`src/rtl/lspl_pkg.sv`:
```
`timescale 1ns / 1ps
// ----------------------------------------------------------------------------
// lspl_pkg
// Shared constants, codes and types of the looping sample player.
// ----------------------------------------------------------------------------
package lspl_pkg;

    localparam int SAMPLE_BITS    = 16;
    localparam int FRAC_BITS      = 16;
    localparam int MAX_FRAMES     = 65536;
    localparam int ADDR_BITS      = $clog2(MAX_FRAMES);
    localparam int FRAME_BITS     = ADDR_BITS + 1;
    localparam int POS_BITS       = FRAME_BITS + FRAC_BITS;
    localparam int RATE_BITS      = 27;
    localparam int CFG_INDEX_BITS = 3;
    localparam int CFG_DATA_BITS  = RATE_BITS;
    localparam int QUEUE_DEPTH    = 4;
    localparam int QUEUE_PTR_BITS = $clog2(QUEUE_DEPTH);
    localparam int IN_DATA_BITS   = ADDR_BITS + SAMPLE_BITS;
    localparam int OUT_DATA_BITS  = SAMPLE_BITS;
    localparam int CMD_BITS       = 2;
    localparam int OUT_USER_BITS  = 2;

    localparam logic [RATE_BITS-1:0]  ONE_RATE     = RATE_BITS'(1) << FRAC_BITS;
    localparam logic [RATE_BITS-1:0]  MAX_RATE     = RATE_BITS'(1024) << FRAC_BITS;
    localparam logic [FRAME_BITS-1:0] MAX_FRAMES_F = FRAME_BITS'(MAX_FRAMES);

    typedef enum logic [CMD_BITS-1:0] {
        CMD_WRITE  = 2'd0,
        CMD_RENDER = 2'd1,
        CMD_START  = 2'd2
    } cmd_t;

    typedef enum logic [CFG_INDEX_BITS-1:0] {
        REG_LOOP_ENABLE = 3'd0,
        REG_LOOP_START  = 3'd1,
        REG_LOOP_END    = 3'd2,
        REG_END_FRAME   = 3'd3,
        REG_BUFFER_LEN  = 3'd4,
        REG_RATE        = 3'd5
    } reg_index_t;

    typedef logic [SAMPLE_BITS-1:0] sample_t;
    typedef logic [FRAC_BITS-1:0]   frac_t;
    typedef logic [POS_BITS-1:0]    pos_t;
    typedef logic [FRAME_BITS-1:0]  frame_t;
    typedef logic [ADDR_BITS-1:0]   addr_t;
    typedef logic [RATE_BITS-1:0]   rate_t;

    // Values derived from the configuration registers, held stable between writes
    typedef struct packed {
        logic   loop_en;
        frame_t blen;
        pos_t   endf_pos;
        pos_t   vend_pos;
        pos_t   vdelta_pos;
        rate_t  rate;
        logic   rate_guard;
    } cfg_t;

    // One render request waiting for interpolation
    typedef struct packed {
        sample_t s1;
        sample_t s2;
        frac_t   frac;
        logic    finished;
        logic    guarded;
    } entry_t;

endpackage

```
`src/rtl/lspl_queue.sv`:
```
`timescale 1ns / 1ps
// ----------------------------------------------------------------------------
// lspl_queue
// Small register queue between the front end and the interpolator.
// ----------------------------------------------------------------------------
module lspl_queue (
    input  logic                              clk,
    input  logic                              rst_n,
    input  logic                              push_valid,
    input  lspl_pkg::entry_t                  push_entry,
    input  logic                              pop,
    output logic                              head_valid,
    output lspl_pkg::entry_t                  head_entry,
    output logic [lspl_pkg::QUEUE_PTR_BITS:0] level
);
    import lspl_pkg::*;

    entry_t                    slot_reg [QUEUE_DEPTH];
    logic [QUEUE_PTR_BITS-1:0] wr_ptr_reg;
    logic [QUEUE_PTR_BITS-1:0] wr_ptr_next;
    logic [QUEUE_PTR_BITS-1:0] rd_ptr_reg;
    logic [QUEUE_PTR_BITS-1:0] rd_ptr_next;
    logic [QUEUE_PTR_BITS:0]   level_reg;
    logic [QUEUE_PTR_BITS:0]   level_next;

    // front end never pushes into a full queue
    always_comb
    begin
        wr_ptr_next = push_valid ? wr_ptr_reg + QUEUE_PTR_BITS'(1) : wr_ptr_reg;
        rd_ptr_next = pop ? rd_ptr_reg + QUEUE_PTR_BITS'(1) : rd_ptr_reg;
        level_next  = level_reg + (QUEUE_PTR_BITS+1)'(push_valid)
                      - (QUEUE_PTR_BITS+1)'(pop);
    end

    always_ff @(posedge clk or negedge rst_n)
    begin
        if (!rst_n)
        begin
            wr_ptr_reg <= '0;
            rd_ptr_reg <= '0;
            level_reg  <= '0;
        end
        else
        begin
            wr_ptr_reg <= wr_ptr_next;
            rd_ptr_reg <= rd_ptr_next;
            level_reg  <= level_next;
        end
    end

    always_ff @(posedge clk)
    begin
        if (push_valid)
        begin
            slot_reg[wr_ptr_reg] <= push_entry;
        end
    end

    assign head_valid = level_reg != '0;
    assign head_entry = slot_reg[rd_ptr_reg];
    assign level      = level_reg;

endmodule

```
`config.mk`:
```
export PLATFORM = sky130hd
export DESIGN_NAME = lspl_queue
export DESIGN_NICKNAME = d
export VERILOG_FILES = /design/src/rtl/lspl_pkg.sv /design/src/rtl/lspl_queue.sv
export SDC_FILE = /design/constraint.sdc
export NUM_CORES = 1
export LEC_CHECK = 0
export ABC_AREA = 1
export BUFFER_PORTS_ARGS = -buffer_cell sky130_fd_sc_hd__buf_2
export CAP_MARGIN = 10
export CORE_ASPECT_RATIO = 0.6
export CORE_UTILIZATION = 50
export DETAILED_ROUTE_END_ITERATION = 8
export PLACE_DENSITY = 0.7
export SYNTH_ARGS = -nofsm -noshare
export SYNTH_HDL_FRONTEND = slang
export SYNTH_SLANG_ARGS = --single-unit
```
`constraint.sdc`:
```
create_clock -name clk -period 3.15 [get_ports clk]
set_input_delay 0.63 -clock clk [delete_from_list [all_inputs] [get_ports clk]]
set_output_delay 0.63 -clock clk [all_outputs]
set_load 0.05 [all_outputs]
```
==> results by group <==
Run status
  • Status: finished clean

Yosys
  • Synth Area per Inst: 10.6 um2
  • Gate Count Post-Synth: roughly 830
  • Yosys reg bits: between 200 and 250
  • Synth area leaders: edfxtp_1 69%, nand2_1 11%, inv_1 9.1%
  • Syn_nets: about 890
  • Largest area contributor in the netlist: edfxtp_1
  • Sequential area share after synthesis: 0.705
  • Post-Syn Area: slightly below 9000 um2
  • Synth unique cells: 14
  • Top-area cell type share of the netlist area: 0.685
  • Warnings from Yosys: 0

Floorplan
  • Top-level I/O count: between 100 and 150
  • # rows: 37
  • Die height: ~100 um
  • Die Span X: approximately 170 um
  • Core area: 17100 um2
  • Initial Util: 0.512
  • Die area: ~18000 um2

Timing
  • Hold Vio Cnt, Final: 0
  • Fin crit share: 0.917
  • Count of pins over their slew limit: 0
  • Max transition margin: 0.496
  • Worst-margin pin slew: between 700 and 800 ps
  • Clock skew: 5.99 ps
  • TNS Setup: 0 ps
  • Tmin final: 2890 ps
  • Unrepaired setup endpoints after global routing: no
  • Final setup fails: 0
  • FMAX: 0.346 GHz

Global route
  • Gr ovfl total: 0
  • Largest net degree at the start of global routing: approximately 100
  • Global-route wire length before repair: 27.5 mm
  • Initial antenna violation count: 4
  • Vias in the first global route: ~5200
  • Tot GR Track Use: 0.195

Finish
  • Fraction of layout cells with a size suffix above 1: 0.159
  • Nets: approximately 1000
  • Final Cell Area: about 10000 um2
  • Area grow syn2layout: 16.7%
  • Max reg flops: 200

Job
  • Max cap viols: 0

Power and ir drop
  • Leakage Power: roughly 4.8 nW
  • PD cells: around 1100 nW/um2
  • Max IR drop VDD: approximately 0.00089 V

Clock network
  • Clock Path Buffers: 3
  • CTS tree: done
  • CTS root buf: clkbuf_16
  • Cts repair resizes: 0
  • Clk slew on worst S/H paths: roughly 60 ps
  • Worst-Skew Late Latency: 480 ps
  • Htree depth: 1
  • CTS sink count: ~210
  • TritonCTS Buffers: 20

Setup path
  • Critical path's slowest cell: buf_4
  • Critical path's top delay family: buffers and inverters
  • Number of buffers and inverters on the critical path: 3
  • Crit Path Category: flop to output port
  • CP Capture Type: output port
  • Crit path DAT: about 2300 ps
  • CP required: approximately 2500 ps
  • Max incr delay on CP: approximately 430 ps
  • CP Max Fanout: 27
  • CP Launch Type: flop
  • Cell chain of the critical path: inv_2, buf_4, nand3_1, nand2_1, buf_2

Worst hold path
  • Hold WC Path Type: input pin to flop

Placement
  • Final HPWL DP: approximately 10 mm
  • Placed instance area: between 9000 and 10000 um2
  • IO buf count: around 110
  • Routability cong.: ~0.74

Detailed routing
  • Routed len/inst: around 14 um
  • DRT Pass-1 Iters: 5
  • Via count: between 5000 and 6000
  • ANT nets after route: 0
  • DRC Markers: 0
  • DRT iter0 DRCs: around 480
  • Final wirelength: about 17 mm
  • Vias per cell: 4.59
==> worst reg2reg max path: stages, from the launching register on <==
cell     delay [ps]
dfrtp_1         400
inv_1           110
ha_1            150
nand2_1          60
inv_2           490
buf_12          290
==> metrics by stage <==
stage / power, mW / hold slack (ps) / setup WS [ps] / utilization / cells
finish: 11.0 / 356 / 261 / 0.597 / 1184
CTS: 11.1 / 337 / 229 / 0.597 / 1182
global placement: 8.68 / 475 / 763 / 0.559 / 1146
floorplan: 7.50 / 334 / 847 / - / 828
detailed placement: 8.73 / 476 / 746 / 0.559 / 1146
global route: 11.6 / 343 / 125 / 0.597 / 1182
==> cells by family (layout without fill, tap and decap cells) <==
group	Yosys count	after routing	synth area share
AOI/OAI and AO/OA	1	1	0.000570
xor gates and xnor gates	3	3	0.00300
adders and majority gates	7	7	0.0108
buffers and inverters	247	367	0.110
DFF	207	207	0.705
other	0	2	0
and+or+nand+nor	363	363	0.170
==> what timing repair did <==
action / in CTS / in global routing
endpoints found under the hold margin: 7 / 0
buffers inserted: 0 / 0
hold buffers: 1 / 0
==> synth_stat cells <==
master	instances
buf_2	8
buf_4	8
clkbuf_1	17
clkinv_1	1
dfrtp_1	7
edfxtp_1	200
fa_1	1
ha_1	6
inv_1	212
inv_2	1
nand2_1	261
nand3_1	102
o21ai_1	1
xor2_1	3
==> final timing paths <==
kind | from | endpoint | slack, ps | cells past startpoint
min | push_entry[37] | slot_reg[3][37]$_DFFE_PP_ | 360 | 1
min in group asynchronous | rst_n | rd_ptr_reg[0]$_DFFE_PN0P_ | 500 | 2
max in group asynchronous | rst_n | rd_ptr_reg[0]$_DFFE_PN0P_ | 2480 | 2
max | rd_ptr_reg[1]$_DFFE_PN0P_ | head_entry[9] | 260 | 5
max reg2reg | wr_ptr_reg[1]$_DFFE_PN0P_ | slot_reg[1][41]$_DFFE_PP_ | 1340 | 5
min reg2reg | level[2]$_DFF_PN0_ | level[2]$_DFF_PN0_ | 500 | 2
==> power by group <==
part           total, mW  switching (mW)  internal [mW]
registers           3.74           0.124           3.61
logic               4.89            3.81           1.08
clock network       2.34           0.954           1.39
==> final cells by class <==
class	instances	area [um2]
inverters	214	805
clock buffers	28	552
repair buffers	118	683
multi-input cells	374	1620
flip-flops and latches	207	6190
fillers	1413	6900
clock inverters	7	86.3
diodes	2	5.00
well taps	234	293
==> layer usage <==
| metal | part of all wire | global-route usage | vias up |
|---|---|---|---|
| met2 | 0.43 | 0.294 | 142 |
| met5 | 0.0016 | 0 | - |
| met3 | 0.065 | 0.0451 | 27 |
| li1 | - | - | 2790 |
| met4 | 0.016 | 0.0417 | 4 |
| met1 | 0.49 | 0.291 | 2475 |
==> cell usage in the layout (no fill, tap or decap), drive strengths merged <==
cell type    instances
xor2                 3
edfxtp             200
o21ai                1
nand2              261
buf                117
clkinv               6
ha                   6
clkbuf              28
diode                2
dfrtp                7
nand3              102
dlygate4sd3          1
fa                   1
inv                213
bufinv               2
No activity file was read; power rests on OpenSTA's default activity.
