<file path="src/rtl/lspl_pkg.sv">
`timescale 1ns / 1ps
// ----------------------------------------------------------------------------
// lspl_pkg
// Shared constants, codes and types of the looping sample player.
// ----------------------------------------------------------------------------
package lspl_pkg;

    localparam int SAMPLE_BITS    = 16;
    localparam int FRAC_BITS      = 16;
    localparam int MAX_FRAMES     = 65536;
    localparam int ADDR_BITS      = $clog2(MAX_FRAMES);
    localparam int FRAME_BITS     = ADDR_BITS + 1;
    localparam int POS_BITS       = FRAME_BITS + FRAC_BITS;
    localparam int RATE_BITS      = 27;
    localparam int CFG_INDEX_BITS = 3;
    localparam int CFG_DATA_BITS  = RATE_BITS;
    localparam int QUEUE_DEPTH    = 4;
    localparam int QUEUE_PTR_BITS = $clog2(QUEUE_DEPTH);
    localparam int IN_DATA_BITS   = ADDR_BITS + SAMPLE_BITS;
    localparam int OUT_DATA_BITS  = SAMPLE_BITS;
    localparam int CMD_BITS       = 2;
    localparam int OUT_USER_BITS  = 2;

    localparam logic [RATE_BITS-1:0]  ONE_RATE     = RATE_BITS'(1) << FRAC_BITS;
    localparam logic [RATE_BITS-1:0]  MAX_RATE     = RATE_BITS'(1024) << FRAC_BITS;
    localparam logic [FRAME_BITS-1:0] MAX_FRAMES_F = FRAME_BITS'(MAX_FRAMES);

    typedef enum logic [CMD_BITS-1:0] {
        CMD_WRITE  = 2'd0,
        CMD_RENDER = 2'd1,
        CMD_START  = 2'd2
    } cmd_t;

    typedef enum logic [CFG_INDEX_BITS-1:0] {
        REG_LOOP_ENABLE = 3'd0,
        REG_LOOP_START  = 3'd1,
        REG_LOOP_END    = 3'd2,
        REG_END_FRAME   = 3'd3,
        REG_BUFFER_LEN  = 3'd4,
        REG_RATE        = 3'd5
    } reg_index_t;

    typedef logic [SAMPLE_BITS-1:0] sample_t;
    typedef logic [FRAC_BITS-1:0]   frac_t;
    typedef logic [POS_BITS-1:0]    pos_t;
    typedef logic [FRAME_BITS-1:0]  frame_t;
    typedef logic [ADDR_BITS-1:0]   addr_t;
    typedef logic [RATE_BITS-1:0]   rate_t;

    // Values derived from the configuration registers, held stable between writes
    typedef struct packed {
        logic   loop_en;
        frame_t blen;
        pos_t   endf_pos;
        pos_t   vend_pos;
        pos_t   vdelta_pos;
        rate_t  rate;
        logic   rate_guard;
    } cfg_t;

    // One render request waiting for interpolation
    typedef struct packed {
        sample_t s1;
        sample_t s2;
        frac_t   frac;
        logic    finished;
        logic    guarded;
    } entry_t;

endpackage

</file>
<file path="src/rtl/lspl_back.sv">
`timescale 1ns / 1ps
// ----------------------------------------------------------------------------
// lspl_back
// Linear interpolator and output register.
// ----------------------------------------------------------------------------
module lspl_back (
    input  logic                     clk,
    input  logic                     rst_n,
    input  logic                     head_valid,
    input  lspl_pkg::entry_t         head_entry,
    output logic                     pop,
    output logic                     out_valid,
    input  logic                     out_ready,
    output lspl_pkg::sample_t        out_sample,
    output logic                     out_finished,
    output logic                     out_guarded
);
    import lspl_pkg::*;

    localparam int PROD_BITS = SAMPLE_BITS + FRAC_BITS + 2;
    localparam int ACC_BITS  = PROD_BITS + 1;
    localparam logic [ACC_BITS-1:0] HALF = ACC_BITS'(1) << (FRAC_BITS - 1);

    logic                        out_valid_reg;
    logic                        out_valid_next;
    sample_t                     sample_reg;
    logic                        finished_reg;
    logic                        guarded_reg;

    sample_t                     s1;
    sample_t                     s2;
    logic signed [SAMPLE_BITS:0] diff;
    logic signed [PROD_BITS-1:0] prod;
    logic signed [ACC_BITS-1:0]  acc;

    assign pop = head_valid && (!out_valid_reg || out_ready);

    // out = floor((s1 * 2^F + (s2 - s1) * frac + 2^(F-1)) / 2^F)
    always_comb
    begin
        s1   = head_entry.s1;
        s2   = head_entry.s2;
        diff = $signed({s2[SAMPLE_BITS-1], s2}) - $signed({s1[SAMPLE_BITS-1], s1});
        prod = diff * $signed({1'b0, head_entry.frac});
        acc  = $signed({{(ACC_BITS-SAMPLE_BITS-FRAC_BITS){s1[SAMPLE_BITS-1]}},
                        s1, FRAC_BITS'(0)})
               + $signed({prod[PROD_BITS-1], prod})
               + $signed(HALF);
        out_valid_next = pop || (out_valid_reg && !out_ready);
    end

    always_ff @(posedge clk or negedge rst_n)
    begin
        if (!rst_n)
        begin
            out_valid_reg <= 1'b0;
        end
        else
        begin
            out_valid_reg <= out_valid_next;
        end
    end

    always_ff @(posedge clk)
    begin
        if (pop)
        begin
            sample_reg   <= acc[FRAC_BITS +: SAMPLE_BITS];
            finished_reg <= head_entry.finished;
            guarded_reg  <= head_entry.guarded;
        end
    end

    assign out_valid    = out_valid_reg;
    assign out_sample   = sample_reg;
    assign out_finished = finished_reg;
    assign out_guarded  = guarded_reg;

endmodule

</file>
<file path="config.mk">
export PLATFORM = sky130hd
export DESIGN_NAME = lspl_back
export DESIGN_NICKNAME = d
export VERILOG_FILES = /design/src/rtl/lspl_pkg.sv /design/src/rtl/lspl_back.sv
export SDC_FILE = /design/constraint.sdc
export NUM_CORES = 1
export LEC_CHECK = 0
export BUFFER_PORTS_ARGS = -buffer_cell sky130_fd_sc_hd__buf_2
export CORE_MARGIN = 2
export CORE_UTILIZATION = 55
export CTS_BUF_LIST = sky130_fd_sc_hd__clkbuf_8
export DETAILED_ROUTE_END_ITERATION = 10
export PLACE_DENSITY = 0.81
export SETUP_SLACK_MARGIN = 0.5
export SLEW_MARGIN = 20
export SYNTH_ARGS = -nofsm -noshare
export SYNTH_HDL_FRONTEND = slang
export SYNTH_SLANG_ARGS = --single-unit
</file>
<file path="constraint.sdc">
create_clock -name clk -period 2.6 [get_ports clk]
set_clock_uncertainty 0.05 [all_clocks]
set_input_delay 0.13 -clock clk [delete_from_list [all_inputs] [get_ports clk]]
set_output_delay 0.13 -clock clk [all_outputs]
set_load 0.005 [all_outputs]
</file>
==> impl_table.tex, run 1 <==
\begin{tabular}{lr}
\hline
Metric & Value \\
\hline
\multicolumn{2}{l}{\textbf{GRT}} \\
\quad Vias in the first global route & around 12k \\
\quad M2 GR Usage & 0.5383 \\
\quad GRT Residual Overflow & 0 \\
\quad Number of antenna violations at the first check in global routing & 0 \\
\quad Maximum number of pins on one net before global-route repair & 34 \\
\quad Global-route wire length before repair & 55470 um \\
\quad Global-route track usage on met1 & 0.3143 \\
\quad Global routing usage summed across all routing layers & 0.2855 \\
\quad Grt peak-use layer & met2 \\
\quad Met3 capacity usage during global routing & 0.02792 \\
\multicolumn{2}{l}{\textbf{Setup path}} \\
\quad Type of the worst setup path & in2reg \\
\quad Critical path startpoint category & input port \\
\quad Worst endpoint required time & 2.56 ns \\
\quad Crit. End Element & register \\
\quad Cell with the most instances on the worst path & sky130\_fd\_sc\_hd\_\_fa\_1 \\
\quad Largest stage delay, worst path & between 0.5 and 0.6 ns \\
\quad Critical path arrival & between 7 and 8 ns \\
\quad Slowest cell on crit path & sky130\_fd\_sc\_hd\_\_fa\_2 \\
\quad Maximum fanout along the worst path & 6 \\
\multicolumn{2}{l}{\textbf{STA}} \\
\quad Setup repair after global routing missed its margin & yes \\
\quad Final period util & 2.807 \\
\quad Final Worst Setup Slack & -4.698 ns \\
\quad Number of setup violations in the final report & 16 \\
\quad Slew Limit Fails & 0 \\
\quad Measured slew at the worst slew-check pin & 0.5678 ns \\
\quad FMAX & 0.1370 GHz \\
\quad Relative slew slack & 0.6174 \\
\quad Min Tclk post-route & roughly 7.3 ns \\
\quad Final hold vios & 0 \\
\multicolumn{2}{l}{\textbf{Clock network}} \\
\quad Clock Root Buffer & sky130\_fd\_sc\_hd\_\_clkbuf\_8 \\
\quad TritonCTS clock tree & yes \\
\quad Clock network latency to the later pin of the worst-skew pair & approximately 0.25 ns \\
\quad Max H-tree Level & 1 \\
\quad Maximum buffer depth of the clock tree & 2 \\
\quad Clock slew at the register clock pins of the worst setup and hold paths & 0.07 ns \\
\quad Total clock sinks & 19 \\
\quad Number of buffers added by the clock tree synthesis step & 3 \\
\multicolumn{2}{l}{\textbf{Cells and area}} \\
\quad Total inserted antenna cells & 0 \\
\quad Most common cell after layout, fill and taps aside & sky130\_fd\_sc\_hd\_\_inv\_1 \\
\quad Area added between synthesis and finish & 23.33\% \\
\quad Post-layout utilization of the core & 0.6882 \\
\quad Max FFs per register & 16 \\
\quad Fill count & 1702 \\
\quad Net count reported at finish & 2163 \\
\quad Commonest cells after routing, fill and taps aside & sky130\_fd\_sc\_hd\_\_inv\_1, sky130\_fd\_sc\_hd\_\_fa\_1, sky130\_fd\_sc\_hd\_\_buf\_4 \\
\quad Share of cells above drive strength 1 & 0.2499 \\
\multicolumn{2}{l}{\textbf{Yosys}} \\
\quad Part of the Yosys area used for sequential elements & 0.04344 \\
\quad Proportion of netlist area held by the largest area contributor & 0.4351 \\
\quad Library cell occupying the most area in the post-synthesis netlist & sky130\_fd\_sc\_hd\_\_fa\_1 \\
\quad Post-synthesis cell count & 1457 \\
\quad Leading cell types by total area after synthesis & sky130\_fd\_sc\_hd\_\_fa\_1, sky130\_fd\_sc\_hd\_\_inv\_1, sky130\_fd\_sc\_hd\_\_ha\_1 \\
\quad Post-synth EDFFs & 18 \\
\quad Most common flop cell mapped by yosys & sky130\_fd\_sc\_hd\_\_edfxtp\_1 \\
\quad Avg Inst Size Synth & 8.936 um\^{}2 \\
\quad Yosys Warn Count & 0 \\
\quad Yosys reg bits & 19 \\
\quad Number of distinct library cells after synthesis & 59 \\
\quad Number of nets produced by synthesis & between 1.5k and 2k \\
\quad Total standard cell area after synthesis & around 0.013 mm\^{}2 \\
\quad Proportion of register bits with asynchronous set or reset after synthesis & 0.05263 \\
\multicolumn{2}{l}{\textbf{Detailed routing}} \\
\quad Via count of the routed design & 10.67k \\
\quad Wire per inst & 16.61 um \\
\quad Drt total wl & 33750 um \\
\quad Post-DR vias/cell & 5.250 \\
\quad First-pass iteration count of the detailed router & 5 \\
\quad Number of routed nets with antenna violations & 0 \\
\quad Detailed-route DRC error count & 0 \\
\quad Number of violations reported at the end of detailed-routing iteration 0 & 638 \\
\multicolumn{2}{l}{\textbf{Run}} \\
\quad MaxCap Viol Count & 0 \\
\multicolumn{2}{l}{\textbf{Floorplanning}} \\
\quad Die outline width & 157.9 um \\
\quad Number of placed I/O pins & 74 \\
\quad Starting density of the core & 0.5580 \\
\quad Cell Rows & 56 \\
\quad Die boundary height & 157.9 um \\
\quad Core Footprint & 0.02333 mm\^{}2 \\
\quad Area enclosed by the die boundary & 0.02492 mm\^{}2 \\
\multicolumn{2}{l}{\textbf{Hold path}} \\
\quad Min-delay worst type & in2reg \\
\multicolumn{2}{l}{\textbf{Placement}} \\
\quad Global placement routability congestion & 0.8869 \\
\quad Half-perimeter wire length after placement & 28450 um \\
\quad Input/output buffers & 73 \\
\multicolumn{2}{l}{\textbf{Status}} \\
\quad Outcome & finished, violations left \\
\quad Failing checks & setup timing \\
\hline
\end{tabular}
-- layout make-up --
class,count,area (um^2),area share
timing repair buffer,318,2375,0.1479
tap,319,399.1,0.02486
clock inverter,1,3.754,0.0002338
multi-input combinational,987,11220,0.6986
inverter,385,1455,0.09062
clock buffer,3,41.29,0.002571
sequential,19,565.5,0.03522
-- per-layer routing --
layer	wire length [um]	vias to the layer above
met2	17900	367
li1	-	4807
met3	1692	120
met5	0	-
met1	11820	5375
met4	2334	0
-- worst max-delay path, delay by kind of cell --
| family | cells | cell delay, ns |
|---|---|---|
| adder cells (fa/ha/maj) | 9 | 3.50 |
| AND/OR/NAND/NOR | 7 | 0.79 |
| AO/OA/AOI/OAI | 8 | 1.50 |
| XOR/XNOR | 2 | 0.32 |
| buffers and inverters | 10 | 1.01 |
-- cell families (layout without fill, tap and decap cells) --
kind of cell               after synthesis  count (layout)  share of synthesized area
buffers and inverters                  451             707                     0.1327
muxes                                   17              17                    0.01345
DFF                                     19              19                    0.04344
and+or+nand+nor                        397             397                     0.1617
adders and majority gates              395             395                     0.5428
AOI/OAI and AO/OA                      123             123                    0.06775
xor gates and xnor gates                55              55                    0.03815
-- worst paths after layout --
| path | from | to | slack [ns] | cells past startpoint |
|---|---|---|---|---|
| setup / recovery | head_entry[18] | out_sample[14] | -4.70 | 36 |
| hold / removal | head_valid | out_valid | 0.03 | 2 |
| setup reg to reg | out_valid | out_sample[3] | 1.08 | 3 |
| hold reg to reg | out_valid | out_valid | 0.46 | 2 |
| max in group asynchronous | rst_n | out_valid | 2.28 | 2 |
| min in group asynchronous | rst_n | out_valid | 0.13 | 2 |
-- metrics by stage --
step / instances / cell area (um^2) / TNS, ns / hold slack, ns / worst slack [ns]
floorplan: 1457 / 13200 / -67.30 / -0.2156 / -4.417
global placement: 1994 / 15320 / -76.64 / -0.1457 / -4.969
detailed placement: 1994 / 15320 / -80.27 / -0.1443 / -5.209
CTS: 2024 / 15790 / -70.35 / 0.02255 / -4.605
global route: 2032 / 16060 / -76.16 / 0.02458 / -4.989
finish: 2032 / 16060 / -71.87 / 0.02760 / -4.698
-- cells in the mapped netlist, types with 2 or more instances --
library cell	n
sky130_fd_sc_hd__buf_1	2
sky130_fd_sc_hd__xnor2_2	2
sky130_fd_sc_hd__and2b_1	3
sky130_fd_sc_hd__o21ai_1	2
sky130_fd_sc_hd__xnor2_1	38
sky130_fd_sc_hd__or2_2	3
sky130_fd_sc_hd__and3_1	2
sky130_fd_sc_hd__nand4b_1	2
sky130_fd_sc_hd__clkbuf_1	52
sky130_fd_sc_hd__ha_1	112
sky130_fd_sc_hd__nor3_1	4
sky130_fd_sc_hd__edfxtp_1	18
sky130_fd_sc_hd__a21o_1	7
sky130_fd_sc_hd__a21boi_2	2
sky130_fd_sc_hd__o21a_1	4
sky130_fd_sc_hd__o21ai_2	2
sky130_fd_sc_hd__buf_2	7
sky130_fd_sc_hd__and2_1	118
sky130_fd_sc_hd__nand2_1	135
sky130_fd_sc_hd__nor2_1	18
sky130_fd_sc_hd__inv_1	384
sky130_fd_sc_hd__o211ai_1	2
sky130_fd_sc_hd__a21oi_2	7
sky130_fd_sc_hd__nand2b_1	35
sky130_fd_sc_hd__a21oi_1	33
sky130_fd_sc_hd__mux2_2	4
sky130_fd_sc_hd__mux2i_1	13
sky130_fd_sc_hd__nand3_1	23
sky130_fd_sc_hd__o311ai_0	8
sky130_fd_sc_hd__o311a_1	8
sky130_fd_sc_hd__buf_4	4
sky130_fd_sc_hd__o21ai_0	28
sky130_fd_sc_hd__xor2_1	15
sky130_fd_sc_hd__fa_1	283
sky130_fd_sc_hd__a22o_1	4
sky130_fd_sc_hd__nor2b_1	50
-- timing repair --
item | in CTS | in global routing
hold buffers | 3 | 0
hold endpoints to repair | 3 | 0
gates resized for setup | 63 | 40
pin swaps | 59 | 37
buffers inserted | 23 | 8
setup endpoints to repair | 16 | 16
Power of run 1 is not shown: default switching activity piles up to over one toggle a cycle in this logic, so the estimate is an artifact.
==> inputs of run 2 (changes only) <==
HOLD_SLACK_MARGIN = 0.08   (was default)
==> impl_table.tex, run 2 (synthesis gave the netlist of run 1 again) <==
\begin{tabular}{lr}
\hline
Metric & Value \\
\hline
\multicolumn{2}{l}{\textbf{Status}} \\
\quad Outcome & finished, violations left \\
\quad Failing checks & setup timing \\
\multicolumn{2}{l}{\textbf{STA}} \\
\quad Relative slew slack & 0.6369 (+0.01945) \\
\quad Final period util & 2.810 (+0.002854) \\
\quad Final hold vios & 0 (unchanged) \\
\quad Setup repair after global routing missed its margin & yes \\
\quad Total negative setup slack & -71.94 ns (-0.07230 ns) \\
\quad Measured slew at the worst slew-check pin & 0.5390 ns (-0.02886 ns) \\
\quad Slew Limit Fails & 0 (unchanged) \\
\quad FMAX & 0.1369 GHz (-0.10\%) \\
\quad Min Tclk post-route & 7.305 ns (+0.007420 ns) \\
\quad Number of setup violations in the final report & 16 (unchanged) \\
\quad Final Worst Setup Slack & -4.705 ns (-0.007420 ns) \\
\multicolumn{2}{l}{\textbf{Hold path}} \\
\quad Min-delay worst type & in2reg \\
\multicolumn{2}{l}{\textbf{Detailed routing}} \\
\quad Number of violations reported at the end of detailed-routing iteration 0 & 609 (-4.5\%) \\
\quad Number of routed nets with antenna violations & 0 (unchanged) \\
\quad Via count of the routed design & 10.68k (+0.13\%) \\
\quad First-pass iteration count of the detailed router & 6 (+1) \\
\quad Detailed-route DRC error count & 0 (unchanged) \\
\quad Post-DR vias/cell & 5.255 (about the same) \\
\quad Drt total wl & 33880 um (+0.39\%) \\
\quad Wire per inst & 16.66 um (+0.34\%) \\
\multicolumn{2}{l}{\textbf{Setup path}} \\
\quad Setup crit end & out\_sample[14] \\
\quad Crit. End Element & register \\
\quad Setup slack, reg-to-reg & 1.07 ns (about the same) \\
\quad Endpoint of the worst-slack reg-to-reg timing path & out\_sample[3] \\
\quad Worst endpoint required time & 2.56 ns (about the same) \\
\quad Type of the worst setup path & in2reg \\
\quad Largest stage delay, worst path & 0.55 ns (-0.03 ns) \\
\quad Reg2reg start & out\_valid \\
\quad Start point of the critical path & head\_entry[35] \\
\quad Critical path arrival & 7.27 ns (about the same) \\
\quad Cell with the most instances on the worst path & sky130\_fd\_sc\_hd\_\_fa\_1 \\
\quad Critical path startpoint category & input port \\
\quad Maximum fanout along the worst path & 6 (unchanged) \\
\quad Path depth of the worst reg2reg path & 3 (unchanged) \\
\quad Slowest cell on crit path & sky130\_fd\_sc\_hd\_\_fa\_1 \\
\multicolumn{2}{l}{\textbf{Floorplanning}} \\
\quad Die outline width & 157.9 um (unchanged) \\
\quad Core Footprint & 0.02333 mm\^{}2 (unchanged) \\
\quad Cell Rows & 56 (unchanged) \\
\quad Starting density of the core & 0.5580 (unchanged) \\
\quad Area enclosed by the die boundary & 0.02492 mm\^{}2 (unchanged) \\
\quad Number of placed I/O pins & 74 (unchanged) \\
\quad Die boundary height & 157.9 um (unchanged) \\
\multicolumn{2}{l}{\textbf{Cells and area}} \\
\quad Fill count & 1702 (unchanged) \\
\quad Net count reported at finish & 2164 (+0.046\%) \\
\quad Max FFs per register & 16 (unchanged) \\
\quad Total inserted antenna cells & 0 (unchanged) \\
\quad Most common cell after layout, fill and taps aside & sky130\_fd\_sc\_hd\_\_inv\_1 \\
\quad Share of cells above drive strength 1 & 0.2497 (about the same) \\
\quad Commonest cells after routing, fill and taps aside & sky130\_fd\_sc\_hd\_\_inv\_1, sky130\_fd\_sc\_hd\_\_fa\_1, sky130\_fd\_sc\_hd\_\_buf\_4 \\
\quad Area added between synthesis and finish & 23.41\% (about the same) \\
\quad Final Non-Filler Cells & 2033 (+0.049\%) \\
\multicolumn{2}{l}{\textbf{Run}} \\
\quad MaxCap Viol Count & 0 (unchanged) \\
\multicolumn{2}{l}{\textbf{Clock network}} \\
\quad Clock Root Buffer & sky130\_fd\_sc\_hd\_\_clkbuf\_8 \\
\quad TritonCTS clock tree & yes \\
\quad Max H-tree Level & 1 (unchanged) \\
\quad Clock network latency to the later pin of the worst-skew pair & 0.25 ns (about the same) \\
\quad Total clock sinks & 19 (unchanged) \\
\quad Maximum buffer depth of the clock tree & 2 (unchanged) \\
\quad Clock slew at the register clock pins of the worst setup and hold paths & 0.07 ns (about the same) \\
\quad Number of buffers added by the clock tree synthesis step & 3 (unchanged) \\
\multicolumn{2}{l}{\textbf{Placement}} \\
\quad Cell count after placement & 1994 (unchanged) \\
\quad Half-perimeter wire length after placement & 28450 um (unchanged) \\
\quad Global placement routability congestion & 0.8869 (unchanged) \\
\quad Input/output buffers & 73 (unchanged) \\
\multicolumn{2}{l}{\textbf{GRT}} \\
\quad GRT Residual Overflow & 0 (unchanged) \\
\quad Maximum number of pins on one net before global-route repair & 34 (unchanged) \\
\quad Vias in the first global route & 11.95k (+0.13\%) \\
\quad Number of antenna violations at the first check in global routing & 0 (unchanged) \\
\quad Global routing usage summed across all routing layers & 0.2857 (about the same) \\
\quad Global-route wire length before repair & 55510 um (about the same) \\
\hline
\end{tabular}
-- run 2: changes by cell type in the layout (fill, tap and decap cells not counted) --
cell,previous run,this run
sky130_fd_sc_hd__dlygate4sd3_1,3,4
-- run 2: per-layer routing --
layer | wire [um] | track usage
met5 | 0 | 0
met1 | 11960 | 0.3143
met2 | 17920 | 0.5389
met3 | 1651 | 0.02792
met4 | 2345 | 0.1550
-- run 2: area by class of cell --
class	count	area, um^2	area share
clock buffers	3	41.29	0.002570
multi-input cells	987	11220	0.6982
flip-flops and latches	19	565.5	0.03520
well taps	319	399.1	0.02484
repair buffers	319	2385	0.1484
inverters	385	1455	0.09056
clock inverters	1	3.754	0.0002336
-- run 2: worst min-delay path by stage --
stage | cells past startpoint | endpoint | slack (ns) | start
after floorplan | 0 | out_valid | -0.22 | rst_n
after global placement | 1 | out_valid | -0.15 | rst_n
after detailed placement | 1 | out_valid | -0.14 | rst_n
after CTS | 3 | out_valid | 0.09 | out_ready
after global routing | 3 | out_valid | 0.11 | out_ready
final | 3 | out_valid | 0.1 | out_ready
-- run 2: critical path: cells and delay by family --
family,cells,cell delay [ns]
simple gates,7,0.72
compound gates,10,1.95
fa+ha+maj,8,3.54
buf+inv,9,0.76
xor+xnor,1,0.16
-- run 2: timing repair --
item,4_1_cts,5_1_grt
pin swaps,59,37
gates resized for setup,63,40
setup endpoints to repair,16,16
hold endpoints to repair,4,0
hold buffers,4,0
buffers inserted,23,8
gates cloned,0,0
-- run 2: stage by stage --
stage,area [um^2],hold slack (ns),util,setup slack [ns]
6_report,16070,0.09730,0.6887,-4.705
5_1_grt,16070,0.1119,0.6887,-4.989
4_1_cts,15800,0.09007,0.6773,-4.605
3_5_place_dp,15320,-0.1443,0.6566,-5.209
3_3_place_gp,15320,-0.1457,0.6566,-4.969
2_1_floorplan,13200,-0.2156,-,-4.417
Power of run 2 is left out for the same reason.
