<file path="config.mk">
export PLATFORM = sky130hd
export DESIGN_NAME = lspl_config
export DESIGN_NICKNAME = d
export VERILOG_FILES = /design/src/rtl/lspl_pkg.sv /design/src/rtl/lspl_config.sv
export SDC_FILE = /design/constraint.sdc
export NUM_CORES = 1
export LEC_CHECK = 0
export BUFFER_PORTS_ARGS = -buffer_cell sky130_fd_sc_hd__buf_2
export CORE_MARGIN = 3
export CORE_UTILIZATION = 56
export DETAILED_ROUTE_END_ITERATION = 6
export GPL_ROUTABILITY_DRIVEN = 0
export PLACE_DENSITY_LB_ADDON = 0.1
export SLEW_MARGIN = 20
export SYNTH_ARGS = -nofsm -noshare
export SYNTH_HDL_FRONTEND = slang
export SYNTH_SLANG_ARGS = --single-unit
</file>
<file path="constraint.sdc">
create_clock -name clk -period 9.35 [get_ports clk]
set_input_delay 0 -clock clk [delete_from_list [all_inputs] [get_ports clk]]
set_output_delay 0 -clock clk [all_outputs]
set_load 0.03 [all_outputs]
</file>
<file path="src/rtl/lspl_pkg.sv">
`timescale 1ns / 1ps
// ----------------------------------------------------------------------------
// lspl_pkg
// Shared constants, codes and types of the looping sample player.
// ----------------------------------------------------------------------------
package lspl_pkg;

    localparam int SAMPLE_BITS    = 16;
    localparam int FRAC_BITS      = 16;
    localparam int MAX_FRAMES     = 65536;
    localparam int ADDR_BITS      = $clog2(MAX_FRAMES);
    localparam int FRAME_BITS     = ADDR_BITS + 1;
    localparam int POS_BITS       = FRAME_BITS + FRAC_BITS;
    localparam int RATE_BITS      = 27;
    localparam int CFG_INDEX_BITS = 3;
    localparam int CFG_DATA_BITS  = RATE_BITS;
    localparam int QUEUE_DEPTH    = 4;
    localparam int QUEUE_PTR_BITS = $clog2(QUEUE_DEPTH);
    localparam int IN_DATA_BITS   = ADDR_BITS + SAMPLE_BITS;
    localparam int OUT_DATA_BITS  = SAMPLE_BITS;
    localparam int CMD_BITS       = 2;
    localparam int OUT_USER_BITS  = 2;

    localparam logic [RATE_BITS-1:0]  ONE_RATE     = RATE_BITS'(1) << FRAC_BITS;
    localparam logic [RATE_BITS-1:0]  MAX_RATE     = RATE_BITS'(1024) << FRAC_BITS;
    localparam logic [FRAME_BITS-1:0] MAX_FRAMES_F = FRAME_BITS'(MAX_FRAMES);

    typedef enum logic [CMD_BITS-1:0] {
        CMD_WRITE  = 2'd0,
        CMD_RENDER = 2'd1,
        CMD_START  = 2'd2
    } cmd_t;

    typedef enum logic [CFG_INDEX_BITS-1:0] {
        REG_LOOP_ENABLE = 3'd0,
        REG_LOOP_START  = 3'd1,
        REG_LOOP_END    = 3'd2,
        REG_END_FRAME   = 3'd3,
        REG_BUFFER_LEN  = 3'd4,
        REG_RATE        = 3'd5
    } reg_index_t;

    typedef logic [SAMPLE_BITS-1:0] sample_t;
    typedef logic [FRAC_BITS-1:0]   frac_t;
    typedef logic [POS_BITS-1:0]    pos_t;
    typedef logic [FRAME_BITS-1:0]  frame_t;
    typedef logic [ADDR_BITS-1:0]   addr_t;
    typedef logic [RATE_BITS-1:0]   rate_t;

    // Values derived from the configuration registers, held stable between writes
    typedef struct packed {
        logic   loop_en;
        frame_t blen;
        pos_t   endf_pos;
        pos_t   vend_pos;
        pos_t   vdelta_pos;
        rate_t  rate;
        logic   rate_guard;
    } cfg_t;

    // One render request waiting for interpolation
    typedef struct packed {
        sample_t s1;
        sample_t s2;
        frac_t   frac;
        logic    finished;
        logic    guarded;
    } entry_t;

endpackage

</file>
<file path="src/rtl/lspl_config.sv">
`timescale 1ns / 1ps
// ----------------------------------------------------------------------------
// lspl_config
// Configuration registers and the registered values derived from them.
// ----------------------------------------------------------------------------
module lspl_config (
    input  logic                                clk,
    input  logic                                rst_n,
    input  logic                                cfg_valid,
    output logic                                cfg_ready,
    input  logic [lspl_pkg::CFG_INDEX_BITS-1:0] cfg_index,
    input  logic [lspl_pkg::CFG_DATA_BITS-1:0]  cfg_data,
    output lspl_pkg::cfg_t                      derived,
    output logic                                stale
);
    import lspl_pkg::*;

    logic                  loop_en_reg;
    logic [ADDR_BITS-1:0]  loop_start_reg;
    frame_t                loop_end_reg;
    frame_t                end_frame_reg;
    frame_t                buffer_len_reg;
    rate_t                 rate_reg;
    logic                  stale_reg;
    cfg_t                  derived_reg;
    cfg_t                  derived_next;

    frame_t                blen_c;
    frame_t                endf_c;
    frame_t                vend_c;
    logic                  loop_act;
    logic [FRAME_BITS:0]   vdelta_c;
    logic                  delta_nonpos;
    logic                  cfg_write;

    assign cfg_ready = 1'b1;
    assign cfg_write = cfg_valid && cfg_ready;

    always_ff @(posedge clk or negedge rst_n)
    begin
        if (!rst_n)
        begin
            loop_en_reg    <= 1'b0;
            loop_start_reg <= '0;
            loop_end_reg   <= '0;
            end_frame_reg  <= MAX_FRAMES_F;
            buffer_len_reg <= '0;
            rate_reg       <= ONE_RATE;
            stale_reg      <= 1'b1;
        end
        else
        begin
            stale_reg <= cfg_write;
            if (cfg_write)
            begin
                unique case (cfg_index)
                    REG_LOOP_ENABLE: loop_en_reg    <= cfg_data[0];
                    REG_LOOP_START:  loop_start_reg <= cfg_data[ADDR_BITS-1:0];
                    REG_LOOP_END:    loop_end_reg   <= cfg_data[FRAME_BITS-1:0];
                    REG_END_FRAME:   end_frame_reg  <= cfg_data[FRAME_BITS-1:0];
                    REG_BUFFER_LEN:  buffer_len_reg <= cfg_data[FRAME_BITS-1:0];
                    REG_RATE:        rate_reg       <= cfg_data[RATE_BITS-1:0];
                    default: ;
                endcase
            end
        end
    end

    always_comb
    begin
        blen_c   = (buffer_len_reg > MAX_FRAMES_F) ? MAX_FRAMES_F : buffer_len_reg;
        endf_c   = (end_frame_reg > blen_c) ? blen_c : end_frame_reg;
        loop_act = loop_en_reg && (loop_end_reg > {1'b0, loop_start_reg});
        vend_c   = (loop_act && (loop_end_reg < endf_c)) ? loop_end_reg : endf_c;
        vdelta_c = loop_act ? ({1'b0, vend_c} - {2'b00, loop_start_reg}) : {1'b0, endf_c};
        delta_nonpos = vdelta_c[FRAME_BITS] || (vdelta_c == '0);

        derived_next.loop_en    = loop_en_reg;
        derived_next.blen       = blen_c;
        derived_next.endf_pos   = {endf_c, FRAC_BITS'(0)};
        derived_next.vend_pos   = {vend_c, FRAC_BITS'(0)};
        derived_next.vdelta_pos = {vdelta_c[FRAME_BITS-1:0], FRAC_BITS'(0)};
        if (rate_reg == '0)
            derived_next.rate = ONE_RATE;
        else if (rate_reg > MAX_RATE)
            derived_next.rate = MAX_RATE;
        else
            derived_next.rate = rate_reg;
        derived_next.rate_guard = delta_nonpos ||
                                  (POS_BITS'(derived_next.rate) >= derived_next.vdelta_pos);
    end

    // Derived values register after a write; stale holds until they settle
    always_ff @(posedge clk)
    begin
        derived_reg <= derived_next;
    end

    assign derived = derived_reg;
    assign stale   = stale_reg;

endmodule

</file>
==> summary.md, run 1 <==
| Metric | Value |
|---|---|
| Core Area | around 0.016 sq mm |
| #FFs+latches synth | between 150 and 200 |
| Worst path max stage delay | about 0.54 ns |
| CP Launch Type | register |
| Hold Path Class | input port to asynchronous set/reset pin |
| Sequential fraction of the synthesis area | 0.473 |
| Synth Cell Area | between 0.009 and 0.01 sq mm |
| First DRT Iteration DRCs | 419 |
| Nets | 1123 |
| Die area | between 0.015 and 0.02 sq mm |
| Root buf cell | clkbuf_16 |
| Clock skew | 0.0134 ns |
| CTS tree | done |
| Net Sw Frac | 0.436 |
| Initial antenna violation count | 0 |
| Yosys top cell by area | dfrtp_1 |
| Slew HR | 0.340 |
| Max reg flops | 97 |
| Slew Limit Fails | 0 |
| VDD IR-drop max | between 200 and 300 uV |
| Fill cells | approximately 1300 |
| All-layer global routing usage | 0.260 |
| Largest net degree at the start of global routing | 65 |
| Critical path's slowest cell | or4_1 |
| Synth area leaders | dfrtp_1 (25%), dfxtp_1 (21%), mux2_2 (12%) |
| Number of synthesized flops with an enable pin | 0 |
| Comb pwr share | 0.509 |
| Maximum clock insertion buffer count | 2 |
| Syn avg cell area | about 11 sq um |
| H-tree Lvls | 4 |
| Post-synth top cells | dfxtp_1 (97), mux2_2 (97), dfrtp_1 (93) |
| Overflow after GRT | 0 |
| Status | finished clean |
| Net switching power | 1720 uW |
| Number of distinct library cells after synthesis | 65 |
| Ys flop type | dfxtp_1 |
| CP Class | register to register |
| Routed Antenna Nets | 0 |
| Total number of yosys warnings | 0 |
| Die height | between 100 and 150 um |
| Share of the synthesized area in the top cell type | 0.253 |
| Tmin final | slightly below 9 ns |
| Final Cycle Share | 0.944 |
| Via count | ~6600 |
| TritonCTS Buffers | 17 |
| Max-cap violations | 0 |
| Area of the multi-input gates | approximately 0.0043 sq mm |
| Clock power share | 0.186 |
| Part of the power in registers | 0.305 |
| # rows | 46 |
| Critical path arrival | about 9.1 ns |
| Boundary pin count | 180 |
| Static leakage | ~0.0053 uW |
| Layout cells sized above 1 | 0.287 |
| Buffers on Ports | between 100 and 150 |
| Fmax achieved | between 0.1 and 0.15 GHz |
| Chip Width | ~130 um |
| # diodes | 0 |
| Cells after Synth | 847 |
| Initial Utilization | 0.576 |
| CP max FO | 8 |
| Tightest Pin Transition | 0.987 ns |
| Internal power | 2220 uW |
| Vias per cell | around 5.3 |
| Number of global-route vias before repair | about 6400 |
| Worst EP required | between 9 and 10 ns |
| Worst skew pair latency | ~0.44 ns |
| Setup crit end kind | register |
| Avg WL per Cell | 18.3 um |
| Crit path top cell by count | ha_1 |
| Final WL | around 23000 um |
| Detailed Place HPWL | 16900 um |
| Final hold vios | 0 |
| First-pass GRT wire length | roughly 36000 um |
| PD cells | 363 mW/mm^2 |
| Register area | 0.00435 sq mm |
| DRT Pass-1 Iters | 5 |
| Overall Power | between 3000 and 4000 uW |
| Clk pin slew, worst setup/hold paths | roughly 0.07 ns |
| Clock sink count | between 150 and 200 |
| DRC | 0 |
| Setup Viol. Count Final | 0 |
| Post-Route Setup TNS | 0 ns |
| Asr flop ratio synth | 0.497 |
| P&R area growth vs syn | 18.0% |
==> power by group through the flow <==
stage / registers, uW / clock network, uW / logic [uW]
after floorplan: 1500 / 0 / 1140
after global placement: 1210 / 0 / 1950
after detailed placement: 1210 / 0 / 1940
after CTS: 1200 / 741 / 1980
after global routing: 1230 / 778 / 2200
final: 1200 / 732 / 2010
==> area by class of cell <==
cell class                      instances  share of cell area
Inverter                               68              0.0235
Timing Repair Buffer                  172              0.0963
Tap cell                              216              0.0249
Sequential cell                       193               0.401
Clock inverter                         13              0.0134
Multi-Input combinational cell        561               0.400
Clock buffer                           19              0.0408
==> final timing paths <==
path / depth (start not counted) / from / slack (ns) / to
max: 38 / buffer_len_reg[6]$_DFFE_PN0P_ / 0.52 / derived[0]$_DFF_P_
min reg2reg: 0 / loop_en_reg$_DFFE_PN0P_ / 0.45 / derived[144]$_DFF_P_
min in group clk: 3 / cfg_index[1] / 0.04 / loop_en_reg$_DFFE_PN0P_
max in group asynchronous: 3 / rst_n / 8.08 / loop_start_reg[13]$_DFFE_PN0P_
max reg2reg: 38 / buffer_len_reg[6]$_DFFE_PN0P_ / 0.52 / derived[0]$_DFF_P_
min: 2 / rst_n / 0.03 / loop_start_reg[3]$_DFFE_PN0P_
==> routing by layer <==
metal	global-route usage	up-vias	share of wire
met5	0	-	0
li1	-	3179	-
met3	0.0424	28	0.051
met4	0.0769	0	0.019
met2	0.421	225	0.47
met1	0.363	3212	0.46
==> cells by family (layout without fill, tap and decap cells) <==
kind of cell               count (synthesis)  after routing  synth area share
buffers and inverters                    140            272            0.0783
muxes                                    105            105             0.128
DFF                                      193            193             0.473
and+or+nand+nor                          177            177             0.100
other                                      2             49          0.000817
xor gates and xnor gates                  14             14            0.0133
adders and majority gates                 77             77             0.106
AOI/OAI and AO/OA                        139            139             0.101
==> critical path, delay by kind of cell (launching register included) <==
kind	cells	cell delay (ns)
and+or+nand+nor	7	1.76
muxes	3	0.99
DFF	1	0.39
xor gates and xnor gates	1	0.13
buffers and inverters	4	0.53
adders and majority gates	5	1.37
AOI/OAI and AO/OA	18	3.50
==> metrics by stage <==
step / setup slack, ns / std cells / hold slack [ns] / instance area, sq um / utilization
finish: 0.522 / 1242 / 0.0310 / 10800 / 0.680
floorplan: 0.974 / 894 / -0.296 / 9370 / -
global route: -0.0531 / 1242 / 0.0620 / 10800 / 0.680
global placement: 0.620 / 1179 / -0.0298 / 9930 / 0.623
CTS: 0.210 / 1240 / 0.0280 / 10800 / 0.678
detailed placement: 0.317 / 1179 / -0.0255 / 9930 / 0.623
==> what timing repair did <==
item                                    CTS  global route
buffers inserted                          0             2
endpoints found under the setup margin    0             2
resized for setup                         0             7
hold buffers                             29             0
hold endpoints to repair                128             0
==> cells in the final DEF (no fill, tap or decap), drive strengths merged, types with 3 or more instances in the layout <==
cell and count:
a2111oi 4, a211oi 6, a21o 17, a21oi 33
and2 12, and3 3, buf 143, clkbuf 19
clkinv 3, conb 49, dfrtp 93, dfstp 3
dfxtp 97, dlygate4sd3 29, ha 76, inv 75
mux2 97, mux2i 8, nand2 57, nand2b 3
nand3 8, nand4 17, nor2 30, nor2b 23
nor4 10, o21a 11, o21ai 46, xnor2 6
xor2 8
No activity file was read; power rests on OpenSTA's default activity.
==> run 2: changes to the inputs <==
CORE_UTILIZATION = 50   (was 56)
clock period = 7.9 ns   (was 9.35 ns; I/O delays follow)
==> run 2 against run 1 <==
Net effect:
- the run now ends with setup timing left
- critical path depth unchanged
- maximum frequency increased by 6.6%
- sequential power increased by 18%
- hold slack improved by 0.011 ns
- design area increased by 8.2%
- core utilization decreased by 1.6 points
- first-iteration DRC count decreased by 15%
- register-to-register slack got worse by 0.90 ns
- global-route usage decreased by 2.4 points
- via count increased by 3.1%
- critical path type unchanged
- largest power group unchanged
- highest routed layer unchanged
==> summary.md, run 2 (synthesis results as in run 1) <==
| Metric | Value |
|---|---|
| H-tree Lvls | 4 (unchanged) |
| Critical path's slowest cell | or4_1 |
| Post-Route Setup TNS | -0.378 ns (-0.378 ns) |
| Worst path max stage delay | 0.55 ns (about the same) |
| CTS tree | done |
| Vias per cell | 5.17 (-3.4%) |
| CP Launch Type | register |
| Nets | 1199 (+6.8%) |
| Setup crit end kind | register |
| Commonest non-fill, non-tap cells in the layout | buf_2 (130), dfxtp_1 (97), mux2_2 (95) |
| Area of the multi-input gates | 0.00466 sq mm (+7.3%) |
| Register area | 0.00435 sq mm (unchanged) |
| Detailed Place HPWL | 17800 um (+5.3%) |
| Status | finished, violations left |
| Most common cell after layout, fill and taps aside | buf_2 |
| CP Class | register to register |
| R2r setup slk | -0.38 ns (-0.90 ns) |
| Overall Power | 5270 uW (+34%) |
| Static leakage | 0.00574 uW (+7.7%) |
| Via count | 6849 (+3.1%) |
| Slew HR | 0.397 (+0.0571) |
| First DRT Iteration DRCs | 358 (-15%) |
| Max reg flops | 97 (unchanged) |
| Crit path top cell by count | a21o_1 |
| DRT Pass-1 Iters | 4 (-1) |
| Final hold vios | 0 (unchanged) |
| RSZ-0062 raised after global routing | yes |
| Worst EP required | 8.22 ns (-1.44 ns) |
| Tmin final | 8.28 ns (-0.550 ns) |
| Critical path arrival | 8.60 ns (-0.54 ns) |
| Routed Antenna Nets | 0 (unchanged) |
| Max-cap violations | 0 (unchanged) |
| Largest net degree at the start of global routing | 50 (-23%) |
| PD cells | 449 mW/mm^2 (+24%) |
| Number of global-route vias before repair | 6573 (+2.0%) |
| Maximum clock insertion buffer count | 2 (unchanged) |
| Clock sink count | 193 (unchanged) |
| Boundary pin count | 180 (unchanged) |
| Buffers on Ports | 130 (unchanged) |
| Tightest Pin Transition | 0.901 ns (-0.0853 ns) |
| Setup Viol. Count Final | 1 (+1) |
| Hold path start | cfg_index[1] |
| # rows | 48 (+4.3%) |
| R2r startpoint | buffer_len_reg[9]$_DFFE_PN0P_ |
| P&R area growth vs syn | 27.7% |
| Fill cells | 1416 (+11%) |
| Die height | 142 um (+5.6%) |
| Slew Limit Fails | 0 (unchanged) |
| Failing checks | setup timing |
| Final WL | 24100 um (+6.3%) |
| Initial Utilization | 0.520 (-0.0560) |
| TritonCTS Buffers | 17 (unchanged) |
| CP max FO | 5 (-3) |
| Clk pin slew, worst setup/hold paths | 0.07 ns (about the same) |
| Crit path from | buffer_len_reg[9]$_DFFE_PN0P_ |
| Root buf cell | clkbuf_16 |
| Final Cycle Share | 1.05 (+0.104) |
| Core Area | 0.0177 sq mm (+11%) |
| Setup slack after layout | -0.378 ns (-0.900 ns) |
| First-pass GRT wire length | 36400 um (+1.2%) |
| Worst skew pair latency | 0.44 ns (about the same) |
| Fmax achieved | 0.121 GHz (+6.6%) |
| All-layer global routing usage | 0.236 (-0.0237) |
| # diodes | 0 (unchanged) |
| Clock skew | 0.0155 ns (+0.00207 ns) |
| Layout cells sized above 1 | 0.373 (+0.0867) |
| Die area | 0.0200 sq mm (+11%) |
| Initial antenna violation count | 0 (unchanged) |
| DRC | 0 (unchanged) |
| Avg WL per Cell | 18.2 um (-0.43%) |
| Chip Width | 142 um (+5.6%) |
| VDD IR-drop max | 298 uV (+17%) |
| Overflow after GRT | 0 (unchanged) |
| Hold Path Class | input port to register |
run 2: cell count changes in the layout (fill, tap and decap cells not counted), sizes merged:
cell	change
buf	+76
clkbuf	-2
clkinv	+2
clkinvlp	-2
inv	+2
bufinv	-1
run 2: what timing repair did:
item | in CTS | in global routing
resized for setup | 5 | 62
setup buffers | 0 | 12
pin swaps | 1 | 40
hold buffers | 29 | 0
hold endpoints to repair | 144 | 0
setup endpoints to repair | 2 | 6
cloned | 0 | 1
run 2: area by class of cell:
| class | instances | share of cell area |
|---|---|---|
| inverters | 68 | 0.0217 |
| flip-flops and latches | 193 | 0.370 |
| clock inverters | 14 | 0.0119 |
| repair buffers | 248 | 0.139 |
| clock buffers | 17 | 0.0362 |
| well taps | 225 | 0.0240 |
| multi-input cells | 561 | 0.397 |
run 2: final timing paths:
check,endpoint,cells after the start
max,derived[0]$_DFF_P_,38
min,loop_en_reg$_DFFE_PN0P_,3
max reg2reg,derived[0]$_DFF_P_,38
min reg2reg,derived[144]$_DFF_P_,0
max in group asynchronous,buffer_len_reg[5]$_DFFE_PN0P_,3
min in group asynchronous,loop_end_reg[12]$_DFFE_PN0P_,2
run 2: metrics by stage:
| stage | hold slack (ns) | instances | worst slack, ns | area, sq um | util |
|---|---|---|---|---|---|
| final | 0.0420 | 1326 | -0.378 | 11700 | 0.665 |
| after global placement | 0.0581 | 1253 | -0.133 | 10500 | 0.593 |
| after detailed placement | 0.0570 | 1253 | -0.357 | 10500 | 0.593 |
| after CTS | 0.0200 | 1313 | -0.211 | 11300 | 0.642 |
| after global routing | 0.0458 | 1326 | -0.781 | 11700 | 0.665 |
| after floorplan | -0.296 | 894 | 0.0138 | 9420 | - |
run 2: layer usage:
layer / track usage / wire, um
met2: 0.389 / 11600
met3: 0.0506 / 1350
met5: 0 / 0
met1: 0.322 / 10800
met4: 0.0535 / 341
run 2: where the power goes:
part	total [uW]	switching [uW]	internal, uW
logic	3010	1700	1320
clock network	841	421	420
registers	1420	143	1280
run 2: critical path: cells and delay by family (launching register included):
kind / cells / cell delay, ns
AO/OA/AOI/OAI: 18 / 3.50
XOR/XNOR: 1 / 0.10
adder cells (fa/ha/maj): 5 / 1.24
buffers and inverters: 5 / 0.66
flip-flops: 1 / 0.38
multiplexers: 2 / 0.53
AND/OR/NAND/NOR: 7 / 1.71
==> run 3: changes to the inputs <==
PLACE_DENSITY = 0.76   (was unset)
PLACE_DENSITY_LB_ADDON = unset   (was 0.1)
==> run 3 against run 2 <==
Net effect:
- the run still ends with setup timing left
- critical path depth decreased by 3
- sequential share of layout area up 0.73 points
- sequential power barely moved
- core utilization is 1.3 points lower
- count of clock-buffer cells in the layout grew 3
- global-route usage is 0.51 points higher
- hold slack lost 0.016 ns
- design area shrank 1.9%
==> summary.md, run 3 (synthesis results as in run 1) <==
| Metric | Value |
|---|---|
| Setup Viol. Count Final | 2 (+1) |
| Setup crit end kind | register |
| Area of the multi-input gates | 0.00465 sq mm (-0.24%) |
| Layout cells sized above 1 | 0.354 (-0.0188) |
| Failing checks | setup timing |
| PD cells | 446 mW/mm^2 (-0.64%) |
| R2r startpoint | buffer_len_reg[8]$_DFFE_PN0P_ |
| Die area | 0.0200 sq mm (unchanged) |
| DRC | 0 (unchanged) |
| Status | finished, violations left |
| # diodes | 0 (unchanged) |
| All-layer global routing usage | 0.241 (+0.00507) |
| Final WL | 24300 um (+0.99%) |
| Via count | 7085 (+3.4%) |
| Hold Path Sink | loop_en_reg$_DFFE_PN0P_ |
| Setup slack after layout | -0.420 ns (-0.0420 ns) |
| CP Launch Type | register |
| VDD IR-drop max | 307 uV (+3.0%) |
| Fmax achieved | 0.120 GHz (-0.50%) |
| # rows | 48 (unchanged) |
| Worst skew pair latency | 0.45 ns (about the same) |
| Register area | 0.00435 sq mm (unchanged) |
| Nets | 1169 (-2.5%) |
| Slew HR | 0.247 (-0.150) |
| Chip Width | 142 um (unchanged) |
| First-pass GRT wire length | 37800 um (+3.7%) |
| Root buf cell | clkbuf_16 |
| Clk pin slew, worst setup/hold paths | 0.08 ns (about the same) |
| Hold path start | cfg_index[1] |
| Core Area | 0.0177 sq mm (unchanged) |
| Worst path max stage delay | 0.55 ns (about the same) |
| Worst EP required | 8.25 ns (+0.03 ns) |
| Number of global-route vias before repair | 7027 (+6.9%) |
| Tightest Pin Transition | 1.13 ns (+0.227 ns) |
| Avg WL per Cell | 18.8 um (+3.2%) |
| Final hold vios | 0 (unchanged) |
| Clock sink count | 193 (unchanged) |
| Largest net degree at the start of global routing | 81 (+62%) |
| P&R area growth vs syn | 25.2% |
| Static leakage | 0.00559 uW (-2.6%) |
| Buffers on Ports | 130 (unchanged) |
| RSZ-0062 raised after global routing | yes |
| Reg2reg end | derived[0]$_DFF_P_ |
| Vias per cell | 5.46 (+5.8%) |
| TritonCTS Buffers | 17 (unchanged) |
| Hold path depth | 3 (unchanged) |
| Critical path arrival | 8.67 ns (+0.07 ns) |
| Design area | 0.0115 sq mm (-1.9%) |
| Initial antenna violation count | 0 (unchanged) |
| Overflow after GRT | 0 (unchanged) |
| CP max FO | 6 (+1) |
| R2r setup slk | -0.42 ns (-0.04 ns) |
| Fill cells | 1372 (-3.1%) |
| CP Class | register to register |
| Max-cap violations | 0 (unchanged) |
| Critical path's slowest cell | or4_4 |
| Commonest non-fill, non-tap cells in the layout | buf_2 (129), dfxtp_1 (97), mux2_2 (93), dfrtp_1 (93), inv_1 (66) |
| Hold Path Class | input port to register |
| Final Cycle Share | 1.05 (+0.00531) |
| Clock skew | 0.0125 ns (-0.00292 ns) |
| Die height | 142 um (unchanged) |
| Worst reg-to-reg path cell count | 35 (-7.9%) |
| Maximum clock insertion buffer count | 2 (unchanged) |
| H-tree Lvls | 4 (unchanged) |
| Most common cell after layout, fill and taps aside | buf_2 |
| Slew Limit Fails | 0 (unchanged) |
| Max reg flops | 97 (unchanged) |
| CTS tree | done |
| Detailed Place HPWL | 17600 um (-1.4%) |
| Initial Utilization | 0.520 (unchanged) |
| Boundary pin count | 180 (unchanged) |
| DRT Pass-1 Iters | 6 (+2) |
| First DRT Iteration DRCs | 543 (+52%) |
| Tmin final | 8.32 ns (+0.0420 ns) |
| Routed Antenna Nets | 0 (unchanged) |
| Final core occ | 0.652 (-0.0129) |
| Placed cell area | 0.0103 sq mm (-1.8%) |
==> run 3: final cells by class <==
cell class,count,share of cell area
inverter,68,0.0224
tap,225,0.0245
timing repair buffer,218,0.122
sequential,193,0.378
clock inverter,12,0.0103
clock buffer,20,0.0397
multi-input combinational,561,0.404
==> run 3: where the power goes <==
group          leakage (uW)  total, uW  switching (uW)  internal, uW
Sequential          0.00196       1430             148          1280
Clock              0.000279        847             413           434
Combinational       0.00335       2860            1670          1190
Total               0.00559       5140            2230          2900
==> run 3: critical path: cells and delay by family (launching register included) <==
kind,cells,cell delay [ns]
flops,1,0.38
compound gates,15,3.57
xor+xnor,1,0.17
mux,3,0.84
buf+inv,3,0.27
simple gates,8,1.59
fa+ha+maj,5,1.43
==> run 3: worst max-delay path by stage <==
stage,endpoint,slack [ns],cells after the start,startpoint
6_report,derived[0]$_DFF_P_,-0.42,35,buffer_len_reg[8]$_DFFE_PN0P_
4_1_cts,derived[0]$_DFF_P_,-0.44,37,buffer_len_reg[6]$_DFFE_PN0P_
5_1_grt,derived[0]$_DFF_P_,-0.76,35,buffer_len_reg[8]$_DFFE_PN0P_
2_1_floorplan,derived[0]$_DFF_P_,0.01,42,buffer_len_reg[6]$_DFFE_PN0P_
3_5_place_dp,derived[0]$_DFF_P_,-0.56,37,buffer_len_reg[6]$_DFFE_PN0P_
3_3_place_gp,derived[0]$_DFF_P_,-0.11,37,buffer_len_reg[6]$_DFFE_PN0P_
==> run 3: through the flow <==
step	hold WS [ns]	total power, uW	cells	TNS (ns)	worst slack, ns
floorplan	-0.296	3150	894	0	0.0138
global placement	-0.116	3920	1229	-0.106	-0.106
detailed placement	-0.109	3970	1229	-0.712	-0.559
CTS	0.00433	4880	1293	-0.439	-0.439
global route	0.0321	5440	1297	-1.16	-0.757
finish	0.0262	5140	1297	-0.451	-0.420
==> run 3: repair_timing <==
action / CTS / global route
endpoints found under the setup margin: 2 / 6
pin swaps: 0 / 42
buffers inserted: 2 / 4
hold buffers: 30 / 0
resized for setup: 7 / 55
endpoints found under the hold margin: 112 / 0
==> run 3: per-layer routing <==
layer,up-vias,share of wire,routed length (um),global-route usage
li1,3276,-,-,-
met4,0,0.029,703,0.0833
met5,-,0,0,0
met1,3425,0.43,10400,0.323
met3,60,0.064,1560,0.0448
met2,324,0.48,11700,0.394
